<file path="src/hdl/gaesf_pkg.sv">
// Package for the GIF application extension sub-block framer.
// Holds fixed header bytes, register indexes and the result-sequence kinds.
// No dependencies.
package gaesf_pkg;

    localparam logic [7:0] EXT_INTRODUCER = 8'h21;
    localparam logic [7:0] APP_LABEL      = 8'hFF;
    localparam logic [7:0] APP_BLOCK_SIZE = 8'h0B;
    localparam logic [7:0] BLOCK_TERM     = 8'h00;

    localparam int unsigned HDR_RESULTS      = 14;
    localparam int unsigned HDR_ZERO_RESULTS = 16;
    localparam int unsigned IDX_W            = 4;

    localparam logic [1:0] REG_IDENTIFIER = 2'd0;
    localparam logic [1:0] REG_AUTH       = 2'd1;
    localparam logic [1:0] REG_LENGTH     = 2'd2;

    localparam logic CMD_START   = 1'b0;
    localparam logic CMD_PAYLOAD = 1'b1;

    typedef enum logic [2:0] {
        KIND_HDR  = 3'b001,
        KIND_ERR  = 3'b010,
        KIND_DATA = 3'b100
    } t_kind;

endpackage

</file>
<file path="src/hdl/gif_app_extension_subblock_framer_core.sv">
// GIF application extension sub-block framer, top level.
// Depends on gaesf_pkg.
//
// Use: configure identifier, authentication code and payload length over the
// config channel (i_cfg_*), always ready, while the block is idle. Then send a
// start command (i_command = 0) followed by payload bytes (i_command = 1) on
// the input channel. The output channel gives one encoded byte per transfer;
// o_end_of_run marks the last byte caused by an input item and o_error_flag a
// payload byte that arrived with no run open.
// Latency: the first result of an item is valid the cycle after its transfer.
// Throughput: one result per cycle while the receiver is ready. A start gives
// 14 results (16 for a zero length); a payload byte gives 1, 2 where a
// sub-block length byte or the terminator is added, 3 where both are. The next
// item is taken in the same cycle as the last result of the current one, so
// plain payload bytes stream at one per cycle while the receiver is ready.
// Reset clears the run state and the configuration to zero; no results are
// pending. When the receiver stalls the current result holds and the input
// channel stays not ready until the last result of the item is transferred.
module gif_app_extension_subblock_framer_core #(
    parameter int unsigned MAX_CHUNK = 255
) (
    input  logic        i_clk,
    input  logic        i_rst_n,
    input  logic        i_cfg_valid,
    output logic        o_cfg_ready,
    input  logic [1:0]  i_cfg_index,
    input  logic [63:0] i_cfg_data,
    input  logic        i_in_valid,
    output logic        o_in_ready,
    input  logic        i_command,
    input  logic [7:0]  i_payload_byte,
    output logic        o_out_valid,
    input  logic        i_out_ready,
    output logic [7:0]  o_out_byte,
    output logic        o_end_of_run,
    output logic        o_error_flag
);

    localparam int unsigned IW = gaesf_pkg::IDX_W;

    logic [63:0] r_ident;
    logic [23:0] r_auth;
    logic [23:0] r_length;

    logic        r_active, n_active;
    logic [23:0] r_bytes_left, n_bytes_left;
    logic [7:0]  r_chunk_left, n_chunk_left;

    logic              r_busy;
    gaesf_pkg::t_kind  r_kind, n_kind;
    logic [IW-1:0]     r_idx;
    logic [IW-1:0]     r_last_idx, n_last_idx;
    logic [7:0]        r_len, n_len;
    logic [7:0]        r_pay;
    logic              r_has_len, n_has_len;

    logic in_xfer, out_xfer, out_last;
    logic [7:0] sub_len;
    logic [1:0] data_pos;
    logic [2:0] id_sel;
    logic [1:0] auth_sel;

    assign o_cfg_ready = 1'b1;

    always_ff @(posedge i_clk) begin
        if (!i_rst_n) begin
            r_ident  <= '0;
            r_auth   <= '0;
            r_length <= '0;
        end else if (i_cfg_valid) begin
            case (i_cfg_index)
                gaesf_pkg::REG_IDENTIFIER: r_ident  <= i_cfg_data;
                gaesf_pkg::REG_AUTH:       r_auth   <= i_cfg_data[23:0];
                gaesf_pkg::REG_LENGTH:     r_length <= i_cfg_data[23:0];
                default: ;
            endcase
        end
    end

    assign out_last   = (r_idx == r_last_idx);
    assign out_xfer   = o_out_valid & i_out_ready;
    assign o_in_ready = !r_busy || (i_out_ready && out_last);
    assign in_xfer    = i_in_valid & o_in_ready;

    assign sub_len = (r_bytes_left < 24'(MAX_CHUNK)) ? r_bytes_left[7:0] : 8'(MAX_CHUNK);

    // Run state and result sequence for the incoming item
    always_comb begin
        n_active     = r_active;
        n_bytes_left = r_bytes_left;
        n_chunk_left = r_chunk_left;
        n_kind       = gaesf_pkg::KIND_ERR;
        n_last_idx   = '0;
        n_len        = sub_len;
        n_has_len    = 1'b0;
        if (i_command == gaesf_pkg::CMD_START) begin
            n_kind       = gaesf_pkg::KIND_HDR;
            n_bytes_left = r_length;
            n_chunk_left = '0;
            n_active     = (r_length != '0);
            n_last_idx   = (r_length == '0) ? IW'(gaesf_pkg::HDR_ZERO_RESULTS - 1)
                                            : IW'(gaesf_pkg::HDR_RESULTS - 1);
        end else if (r_active && r_bytes_left != '0) begin
            n_kind       = gaesf_pkg::KIND_DATA;
            n_has_len    = (r_chunk_left == '0);
            n_bytes_left = r_bytes_left - 24'd1;
            n_chunk_left = (r_chunk_left == '0) ? sub_len - 8'd1 : r_chunk_left - 8'd1;
            if (r_bytes_left == 24'd1) begin
                n_active     = 1'b0;
                n_chunk_left = '0;
            end
            n_last_idx = IW'({1'b0, n_has_len}) + IW'({1'b0, r_bytes_left == 24'd1});
        end
    end

    always_ff @(posedge i_clk) begin
        if (!i_rst_n) begin
            r_active     <= 1'b0;
            r_bytes_left <= '0;
            r_chunk_left <= '0;
            r_busy       <= 1'b0;
            r_idx        <= '0;
            r_kind       <= gaesf_pkg::KIND_ERR;
            r_last_idx   <= '0;
        end else if (in_xfer) begin
            r_active     <= n_active;
            r_bytes_left <= n_bytes_left;
            r_chunk_left <= n_chunk_left;
            r_busy       <= 1'b1;
            r_idx        <= '0;
            r_kind       <= n_kind;
            r_last_idx   <= n_last_idx;
        end else if (out_xfer) begin
            if (out_last) begin
                r_busy <= 1'b0;
            end else begin
                r_idx <= r_idx + IW'(1);
            end
        end
    end

    always_ff @(posedge i_clk) begin
        if (in_xfer) begin
            r_len     <= n_len;
            r_pay     <= i_payload_byte;
            r_has_len <= n_has_len;
        end
    end

    assign id_sel   = 3'(r_idx - IW'(3));
    assign auth_sel = 2'(r_idx - IW'(11));
    assign data_pos = 2'(r_idx) + {1'b0, !r_has_len};

    always_comb begin
        o_out_byte   = gaesf_pkg::BLOCK_TERM;
        o_error_flag = 1'b0;
        case (r_kind)
            gaesf_pkg::KIND_HDR: begin
                case (r_idx) inside
                    IW'(0):           o_out_byte = gaesf_pkg::EXT_INTRODUCER;
                    IW'(1):           o_out_byte = gaesf_pkg::APP_LABEL;
                    IW'(2):           o_out_byte = gaesf_pkg::APP_BLOCK_SIZE;
                    [IW'(3):IW'(10)]: o_out_byte = r_ident[8*(7-id_sel) +: 8];
                    [IW'(11):IW'(13)]: o_out_byte = r_auth[8*(2-auth_sel) +: 8];
                    default:          o_out_byte = gaesf_pkg::BLOCK_TERM;
                endcase
            end
            gaesf_pkg::KIND_DATA: begin
                case (data_pos)
                    2'd0:    o_out_byte = r_len;
                    2'd1:    o_out_byte = r_pay;
                    default: o_out_byte = gaesf_pkg::BLOCK_TERM;
                endcase
            end
            default: o_error_flag = 1'b1;
        endcase
    end

    assign o_out_valid  = r_busy;
    assign o_end_of_run = out_last;

    a_err_single: assert property (@(posedge i_clk) disable iff (!i_rst_n)
        (o_out_valid && o_error_flag) |-> (o_end_of_run && o_out_byte == 8'd0))
        else $error("error result not a lone zero byte");

    a_idx_bound: assert property (@(posedge i_clk) disable iff (!i_rst_n)
        r_busy |-> (r_idx <= r_last_idx))
        else $error("result index past end of sequence");

    a_take_busy: assert property (@(posedge i_clk) disable iff (!i_rst_n)
        in_xfer |=> (r_busy && r_idx == '0))
        else $error("accepted item did not start a sequence");

    a_no_overrun: assert property (@(posedge i_clk) disable iff (!i_rst_n)
        (r_busy && !out_xfer) |-> !in_xfer)
        else $error("item accepted while results pending");

    a_run_closed: assert property (@(posedge i_clk) disable iff (!i_rst_n)
        (r_bytes_left == '0) |-> !r_active)
        else $error("run active with no bytes left");

endmodule

</file>
<file path="config.mk">
export PLATFORM = sky130hd
export DESIGN_NAME = gif_app_extension_subblock_framer_core
export DESIGN_NICKNAME = d
export VERILOG_FILES = /design/src/hdl/gaesf_pkg.sv /design/src/hdl/gif_app_extension_subblock_framer_core.sv
export SDC_FILE = /design/constraint.sdc
export NUM_CORES = 1
export LEC_CHECK = 0
export BUFFER_PORTS_ARGS = -buffer_cell sky130_fd_sc_hd__buf_4
export CAP_MARGIN = 15
export CELL_PAD_IN_SITES_DETAIL_PLACEMENT = 1
export CELL_PAD_IN_SITES_GLOBAL_PLACEMENT = 1
export CORE_MARGIN = 5
export CORE_UTILIZATION = 25
export DETAILED_ROUTE_END_ITERATION = 12
export PLACE_DENSITY = 0.5
export REMOVE_ABC_BUFFERS = 1
export SYNTH_ARGS = -nofsm -noshare
export SYNTH_HDL_FRONTEND = slang
export SYNTH_SLANG_ARGS = --single-unit
</file>
<file path="constraint.sdc">
create_clock -name i_clk -period 4.5 [get_ports i_clk]
set_clock_uncertainty 0.1 [all_clocks]
set_input_delay 0.9 -clock i_clk [delete_from_list [all_inputs] [get_ports i_clk]]
set_output_delay 0.9 -clock i_clk [all_outputs]
set_load 0.05 [all_outputs]
</file>
==> results of run 1 <==
## worst max path at each step
| stage | depth (start not counted) | start | slack (ns) | to |
|---|---|---|---|---|
| floorplan | 3 | i_cfg_index[1] | -0.29 | r_ident[0] |
| global placement | 8 | r_idx[1] | 0.60 | o_out_byte[3] |
| detailed placement | 8 | r_idx[1] | 0.48 | o_out_byte[3] |
| CTS | 8 | r_idx[1] | 0.1 | o_out_byte[3] |
| global route | 9 | r_idx[1] | 0.05 | o_out_byte[1] |
| finish | 9 | r_idx[1] | 0.20 | o_out_byte[1] |
## cell type report
class	instances	area, sq um
clock buffer	18	450
clock inverter	14	170
fill	4001	24000
inverter	15	56.3
multi-input combinational	758	4660
sequential	172	3610
tap	455	569
timing repair buffer	103	798
## metal layers
| layer | GRT usage | up-vias | routed length (um) | share of wire |
|---|---|---|---|---|
| li1 | - | 3693 | - | - |
| met1 | 0.222 | 3748 | 15000 | 0.51 |
| met2 | 0.246 | 95 | 13400 | 0.45 |
| met3 | 0.0295 | 10 | 1040 | 0.035 |
| met4 | 0.0279 | 0 | 195 | 0.0066 |
| met5 | 0 | - | 0 | 0 |
## cell usage in the layout, fill, tap and decap left out, types with 6 or more instances in the layout
cell / synthesis / routed
a21oi_1: 26 / 26
a21boi_0: 115 / 115
a22oi_1: 6 / 6
nor4_1: 15 / 15
ha_1: 11 / 10
buf_4: 4 / 101
nand4_1: 7 / 7
dfxtp_1: 155 / 154
nand2_1: 281 / 281
o21ai_1: 17 / 17
clkbuf_16: 0 / 18
nor2b_1: 6 / 6
a31oi_1: 8 / 8
nand3_1: 19 / 19
edfxtp_1: 17 / 17
or3_1: 9 / 9
o21ai_0: 25 / 25
nor3_1: 16 / 16
inv_1: 13 / 13
mux4_2: 16 / 16
mux2_2: 8 / 8
o211ai_1: 6 / 6
a21boi_1: 8 / 8
o21a_1: 14 / 14
mux2i_1: 17 / 17
nor2_1: 35 / 35
## stage by stage
step	hold slack, ns	TNS (ns)	std cells	setup slack [ns]
after floorplan	0.340	-19.23	945	-0.287
after global placement	0.353	0	1503	0.601
after detailed placement	0.360	0	1503	0.484
after CTS	0.371	0	1535	0.0963
after global routing	0.392	0	1535	0.0452
final	0.367	0	1535	0.202
## critical path, stage by stage (launching register included)
cell      delay [ns]
dfxtp_1         0.51
inv_1           0.14
ha_2            0.53
buf_4           0.27
nor2_1          0.17
nand2_1         0.12
o21ai_0         0.10
a221oi_1        0.65
o22ai_1         0.16
buf_4           0.22
## sequential cells by signal, summed over array words and instances, names as in the netlist, 2 cells and up
name	count
r_auth	24
r_bytes_left	24
r_idx	4
r_last_idx	2
r_kind	3
r_len	8
r_length	24
r_chunk_left	8
r_pay	8
r_ident	64
## power breakdown
part           switching, uW  internal [uW]
registers               60.5           1630
logic                    454            268
clock network            713            876
total                   1230           2780
## kinds of logic (layout without fill, tap and decap cells)
kind of cell               count (synthesis)  after routing
AOI/OAI and AO/OA                        272            272
and+or+nand+nor                          422            422
adders and majority gates                 11             11
DFF                                      172            172
buffers and inverters                     89            150
muxes                                     42             42
other                                      1              1
xor gates and xnor gates                  10             10
## timing repair
item | 4_1_cts | 5_1_grt
gates resized for setup | 1 | 1
endpoints found under the setup margin | 1 | 1
gates cloned | 0 | 0
==> flow_summary.toml, run 1 <==
[status]
status = "finished clean"

[layout]
area_delta_synth_final_pct = 19.7
fin_util = 0.301
finalNetCount = 1158
design_area_sq_um = 10300
drive_above_1_share = 0.160
n_antenna_cell = 0

[die]
rows = 68
ios = 93
start_util = 0.252
die_h_um = 196
dieWidth_um = 196
die_area_sq_um = 38300
core_sq_um = 34300

[min_path]
worstHoldStart = "r_ident[56]"
holdPathEnd = "r_ident[56]"
whs_path_depth = 2
hold_path.class = "register to register"

[sta]
period_share = 0.955
finalSetupViolations = 0
period_needed_ns = 4.30
hold_viol = 0
rsz0062_at_grt = "false"
slew_viol_final = 0
tightest_slew_ns = 1.10
fmax_mhz = 233
maxSlewHeadroom = 0.266

[critical_path]
cp-start-kind = "register"
r2r-end = "r_chunk_left[6]"
cp_data_arrival_time_ns = 3.30
reg2regPathDepth = 12
r2r_start = "r_bytes_left[16]"
path_class = "register to output port"
reg2reg_slack_ns = 1.06
crit_fanout = 10
required_ns = 3.50
end_kind = "output port"

[clock_network]
worstSkewPairLatency_ns = 0.44
cts_num_sinks = 172
hold_buffers = 0
clock_path_buffers = 2
clk_pin_slew_ns = 0.07
cts_max_level = 4
root_buffer = "clkbuf_16"
cts_made_buffers = 17
cts_tree = "built"
postCtsSetupBuffers = 0

[drt]
num_vias = 7546
totalWireLength_mm = 29.7
drt-vias-per-instance = 4.92
postRouteAntennaNets = 0
post_drt_wl_per_cell_um = 19.3
drtPass1Iterations = 4
first_iter_violations = 376
drt_drc_violations_left = 0

[grt]
first_global_vias = 7900
gr-usage-all-layers = 0.155
grt_max_degree = 129
gr-total-overflow = 0
antenna_found_initial = 0
grt_pass1_wl_mm = 46.8

[logic_synthesis]
postSynthAreaPerCell_sq_um = 8.46
syn_inst = 1019
synth-seq-cells = 172
synth_xor_area_frac = 0.0102
synthAdderAreaFrac = 0.0160
ys.flop_type = "dfxtp_1"
synth_edf_count = 17
synthDistinctLibCells = 73
async_flop_share = 0
synth_top_area_cell = "dfxtp_1"
yosysWarnings = 0
syn-cell-area_sq_um = 8630
synth_compound_area_frac = 0.223
synthSimpleGateAreaFrac = 0.216
synthMostInstantiatedCell = "nand2_1"
synth_top_family_by_area = "compound AO/OA/AOI/OAI gates"
synth_commonest_cells = "nand2_1 (281), dfxtp_1 (155), a21boi_0 (115), clkbuf_1 (55), nor2_1 (35)"
ys_seq_area_frac = 0.419
synth_top_area_share = 0.360
synth_mux_area_frac = 0.0733
yosys-top-cells-area = "dfxtp_1 (36%), nand2_1 (12%), a21boi_0 (10%)"

[placed_design]
dp_hpwl_mm = 21.1
placed_area_sq_um = 9690
io_buffers = 91
gp_congestion = 0.792

[power_and_ir_drop]
leakage_uw = 0.00370
pwr_density_cell_nw_per_um2 = 388
fin_total_pwr_uw = 4000
ir_drop_mv = 0.203

[flow_run]
maxCapViolCount = 0
Power figures use the tool's default switching activity.
==> inputs of run 2 (changes only) <==
--- a/config.mk
+++ b/config.mk
@@ -10,9 +10,9 @@
 export CELL_PAD_IN_SITES_DETAIL_PLACEMENT = 1
 export CELL_PAD_IN_SITES_GLOBAL_PLACEMENT = 1
 export CORE_MARGIN = 5
-export CORE_UTILIZATION = 25
+export CORE_UTILIZATION = 45
 export DETAILED_ROUTE_END_ITERATION = 12
-export PLACE_DENSITY = 0.5
+export PLACE_DENSITY = 0.81
 export REMOVE_ABC_BUFFERS = 1
 export SYNTH_ARGS = -nofsm -noshare
 export SYNTH_HDL_FRONTEND = slang
==> run 2 against run 1 <==
Sequential share of layout area increased by 1.2 points; first-iteration DRC count increased by 78%; fmax increased by 0.39%; critical endpoint is now o_out_byte[2].
==> flow_summary.toml, run 2 (synthesized netlist as in run 1, its figures left out) <==
[die]
dieWidth_um = 148
ios = 93
die_area_sq_um = 22000
rows = 50
start_util = 0.460
core_sq_um = 18800
die_h_um = 148

[sta]
fmax_mhz = 234
maxSlewHeadroom = 0.244
hold_viol = 0
period_needed_ns = 4.28
fin_setup_tns_ns = 0
finalSetupViolations = 0
rsz0062_at_grt = "false"
period_share = 0.951
tightest_slew_ns = 1.13
slew_viol_final = 0

[critical_path]
reg2reg_slack_ns = 1.16
r2r_start = "r_bytes_left[16]"
critPathMostFrequentCell = "buf_4"
path_depth = 8
critPathMaxStageDelay_ns = 0.67
end_kind = "output port"
cp-endpoint = "o_out_byte[2]"
worstSetupStartpoint = "r_idx[1]"
critPathSlowestCell = "ha_1"
required_ns = 3.50
path_class = "register to output port"
crit_fanout = 12
path_delay_family = "adder cells"
cp_data_arrival_time_ns = 3.28
cp-start-kind = "register"
r2r-end = "r_chunk_left[6]"
reg2regPathDepth = 12
path_cells = "inv_1 > ha_1 > buf_4 > mux4_2 > mux2_2 > a22oi_1 > o221ai_1 > buf_4"
path_buf_inv = 3

[grt]
gr-usage-all-layers = 0.239
grt_max_degree = 65
grt_pass1_wl_mm = 42.0
antenna_found_initial = 0
first_global_vias = 7690
gr-total-overflow = 0

[clock_network]
cts_made_buffers = 17
cts_tree = "built"
hold_buffers = 0
cts-resized-gates = 0
clock_path_buffers = 2
postCtsSetupBuffers = 0
clk_pin_slew_ns = 0.07
cts_max_level = 4
worstSkewPairLatency_ns = 0.43
cts_num_sinks = 172
root_buffer = "clkbuf_16"

[flow_run]
maxCapViolCount = 0

[layout]
final_cell_mix = "nand2_1 (281), dfxtp_1 (155), a21boi_0 (115)"
drive_above_1_share = 0.157
area_delta_synth_final_pct = 15.8
finalNetCount = 1159
n_antenna_cell = 0
final_common_cell = "nand2_1"
largest_register = "r_ident"
stdcell_count = 1315
largest_register_ffs = 64

[drt]
drtPass1Iterations = 5
postRouteAntennaNets = 0
first_iter_violations = 671
post_drt_wl_per_cell_um = 19.8
totalWireLength_mm = 26.1
drt_drc_violations_left = 0
num_vias = 7665
drt-vias-per-instance = 5.83

[power_and_ir_drop]
pwr_density_cell_nw_per_um2 = 387
ir_drop_mv = 0.228
leakage_uw = 0.00367

[min_path]
whs_path_depth = 2
hold_path.class = "register to register"

[status]
status = "finished clean"

[placed_design]
gp_congestion = 0.875
dp_cells = 1283
io_buffers = 91
dp_hpwl_mm = 18.6
[run 2: cell types whose count changed in the layout (fill, tap and decap cells not counted), sizes merged]
cell / change
buf: +1
clkbuf: +3
inv: -6
bufinv: -1
clkinvlp: +1
clkinv: +3
[run 2: worst min path at each step]
stage	startpoint	to	slack, ns
2_1_floorplan	r_ident[0]	r_ident[0]	0.34
3_3_place_gp	r_ident[3]	r_ident[3]	0.35
3_5_place_dp	r_ident[11]	r_ident[11]	0.36
4_1_cts	r_ident[11]	r_ident[11]	0.37
5_1_grt	r_ident[7]	r_ident[7]	0.38
6_report	r_ident[11]	r_ident[11]	0.36
[run 2: layer usage]
layer	track usage	up-vias	wire length, um
li1	-	3675	-
met1	0.344	3796	12500
met2	0.383	178	12100
met5	0	-	0
met3	0.0356	16	1270
met4	0.0503	0	208
[run 2: cell type report]
cell class / count / area (sq um)
clock buffers: 21 / 482
clock inverters: 11 / 106
fillers: 2219 / 8780
inverters: 15 / 56.3
multi-input cells: 758 / 4650
flip-flops and latches: 172 / 3610
well taps: 234 / 293
repair buffers: 104 / 781
[run 2: report_power, final]
group,internal [uW],total [uW],switching (uW)
combinational,264,697,433
clock,830,1470,640
sequential,1630,1700,63.6
total,2730,3860,1140
[run 2: stage by stage]
step / setup WS, ns / hold slack [ns] / power, uW / area, sq um / util
after floorplan: -0.287 / 0.340 / 2140 / 8320 / -
after global placement: 0.829 / 0.349 / 2400 / 9400 / 0.501
after detailed placement: 0.730 / 0.358 / 2420 / 9400 / 0.501
after CTS: 0.265 / 0.367 / 3880 / 9980 / 0.532
after global routing: 0.00417 / 0.384 / 4030 / 9980 / 0.532
final: 0.219 / 0.364 / 3860 / 9980 / 0.532
[run 2: tightest hold or removal path: stages (launching register included)]
cell,delay [ns]
dfxtp_1,0.31
nand2_1,0.05
a21boi_0,0.06
==> inputs of run 3 (changes only) <==
--- a/config.mk
+++ b/config.mk
@@ -10,9 +10,10 @@
 export CELL_PAD_IN_SITES_DETAIL_PLACEMENT = 1
 export CELL_PAD_IN_SITES_GLOBAL_PLACEMENT = 1
 export CORE_MARGIN = 5
-export CORE_UTILIZATION = 45
+export CORE_UTILIZATION = 46
+export CTS_BUF_LIST = sky130_fd_sc_hd__clkbuf_8
 export DETAILED_ROUTE_END_ITERATION = 12
-export PLACE_DENSITY = 0.81
+export PLACE_DENSITY = 0.82
 export REMOVE_ABC_BUFFERS = 1
 export SYNTH_ARGS = -nofsm -noshare
 export SYNTH_HDL_FRONTEND = slang
==> run 3 against run 2 <==
Wire length is 0.97% lower; register-to-register slack worse by 0.02 ns; largest power group unchanged; critical path depth did not move; global-route usage barely moved; worst setup slack better by 0.20 ns; combinational power about the same; die area is 2.0% lower; worst hold slack better by 0.0073 ns; sequential share of layout area rose by 0.70 points; power is 10% lower.
==> flow_summary.toml, run 3 (synthesized netlist as in run 1, its figures left out) <==
[status]
status = "finished clean"

[critical_path]
end_kind = "output port"
crit_fanout = 14
path_cells = "inv_1 > ha_1 > buf_4 > mux4_2 > mux2_2 > a221oi_1 > o22ai_1 > buf_4"
cp-start-kind = "register"
critPathSlowestCell = "dfxtp_1"
path_delay_family = "multiplexers"
required_ns = 3.50
path_buf_inv = 3
critPathMaxStageDelay_ns = 0.54
cp_data_arrival_time_ns = 3.08
path_class = "register to output port"
critPathMostFrequentCell = "buf_4"

[min_path]
hold_path.class = "register to register"

[die]
ios = 93
rows = 50
start_util = 0.464
core_sq_um = 18600
die_h_um = 147
dieWidth_um = 147
die_area_sq_um = 21600

[power_and_ir_drop]
switchingPower_uw = 1110
p_int_uw = 2370
fin_total_pwr_uw = 3480
p_seq_frac = 0.488
ir_drop_mv = 0.156
p_comb_frac = 0.201
clkPwrFrac = 0.311
leakage_uw = 0.00360
power_switching_share = 0.319
pwr_density_cell_nw_per_um2 = 355

[sta]
maxSlewHeadroom = 0.344
fin_setup_tns_ns = 0
fmax_mhz = 245
hold_viol = 0
period_share = 0.908
finalSetupViolations = 0
slew_viol_final = 0
worst_slack_ns = 0.416
rsz0062_at_grt = "false"
period_needed_ns = 4.08
tightest_slew_ns = 0.982

[clock_network]
cts_made_buffers = 17
root_buffer = "clkbuf_8"
cts-resized-gates = 0
postCtsSetupBuffers = 0
clock_path_buffers = 2
cts_tree = "built"
cts_max_level = 4
clk_pin_slew_ns = 0.10
worstSkewPairLatency_ns = 0.46
cts_num_sinks = 172
hold_buffers = 0

[grt]
grt_pass1_wl_mm = 41.7
gr-usage-all-layers = 0.239
antenna_found_initial = 0
grt_max_degree = 65
first_global_vias = 7723
gr-total-overflow = 0

[drt]
totalWireLength_mm = 25.8
postRouteAntennaNets = 0
drt-vias-per-instance = 5.80
drtPass1Iterations = 5
post_drt_wl_per_cell_um = 19.6
first_iter_violations = 505
num_vias = 7633
drt_drc_violations_left = 0

[layout]
final_common_cell = "nand2_1"
area_delta_synth_final_pct = 13.5
fill_cells = 2204
stdcell_count = 1317
largest_register_ffs = 64
drive_above_1_share = 0.158
finalNetCount = 1161
largest_register = "r_ident"
n_antenna_cell = 0
final_cell_mix = "nand2_1 (281), dfxtp_1 (155), a21boi_0 (115)"

[placed_design]
gp_congestion = 0.898
io_buffers = 91
dp_cells = 1284
dp_hpwl_mm = 18.9
pre_cts_ws_ns = 0.964

[flow_run]
maxCapViolCount = 0
## run 3: cell count changes in the layout (fill, tap and decap cells not counted), sizes merged
| cell | delta |
|---|---|
| inv | +6 |
| clkinvlp | -2 |
| clkinv | -1 |
| buf | +2 |
| clkbuf | -3 |
## run 3: final cells by class
| type | instances | area, sq um | share of cell area |
|---|---|---|---|
| inverters | 15 | 56.3 | 0.00575 |
| multi-input cells | 758 | 4650 | 0.475 |
| well taps | 234 | 293 | 0.0299 |
| repair buffers | 106 | 796 | 0.0812 |
| clock buffers | 18 | 248 | 0.0253 |
| flip-flops and latches | 172 | 3610 | 0.369 |
| clock inverters | 14 | 135 | 0.0138 |
## run 3: power groups by stage
stage	Sequential [uW]	Combinational, uW	Clock (uW)
detailed placement	1730	693	0
finish	1700	699	1080
global placement	1730	671	0
CTS	1700	695	1100
global route	1710	771	1170
floorplan	1710	433	0
## run 3: final timing paths
kind / slack, ns / start / depth (start not counted) / to
max: 0.42 / r_idx[1] / 8 / o_out_byte[1]
min: 0.37 / r_ident[46] / 2 / r_ident[46]
max reg2reg: 1.14 / r_bytes_left[16] / 12 / r_chunk_left[6]
min reg2reg: 0.37 / r_ident[46] / 2 / r_ident[46]
## run 3: per-layer routing
metal | vias to the layer above | GRT usage | share of wire
li1 | 3680 | - | -
met1 | 3769 | 0.341 | 0.48
met2 | 150 | 0.382 | 0.46
met3 | 34 | 0.0345 | 0.037
met4 | 0 | 0.0662 | 0.019
met5 | - | 0 | 0
## run 3: tightest hold or removal path, delay by kind of cell (launching register included)
| kind | cells | cell delay (ns) |
|---|---|---|
| DFF | 1 | 0.32 |
| AOI/OAI and AO/OA | 1 | 0.06 |
| and+or+nand+nor | 1 | 0.05 |
## run 3: stage by stage
step / hold WS [ns] / utilization / area, sq um
after detailed placement: 0.362 / 0.506 / 9400
after global placement: 0.350 / 0.506 / 9400
after floorplan: 0.340 / - / 8320
after CTS: 0.375 / 0.527 / 9790
final: 0.372 / 0.527 / 9790
after global routing: 0.391 / 0.527 / 9790
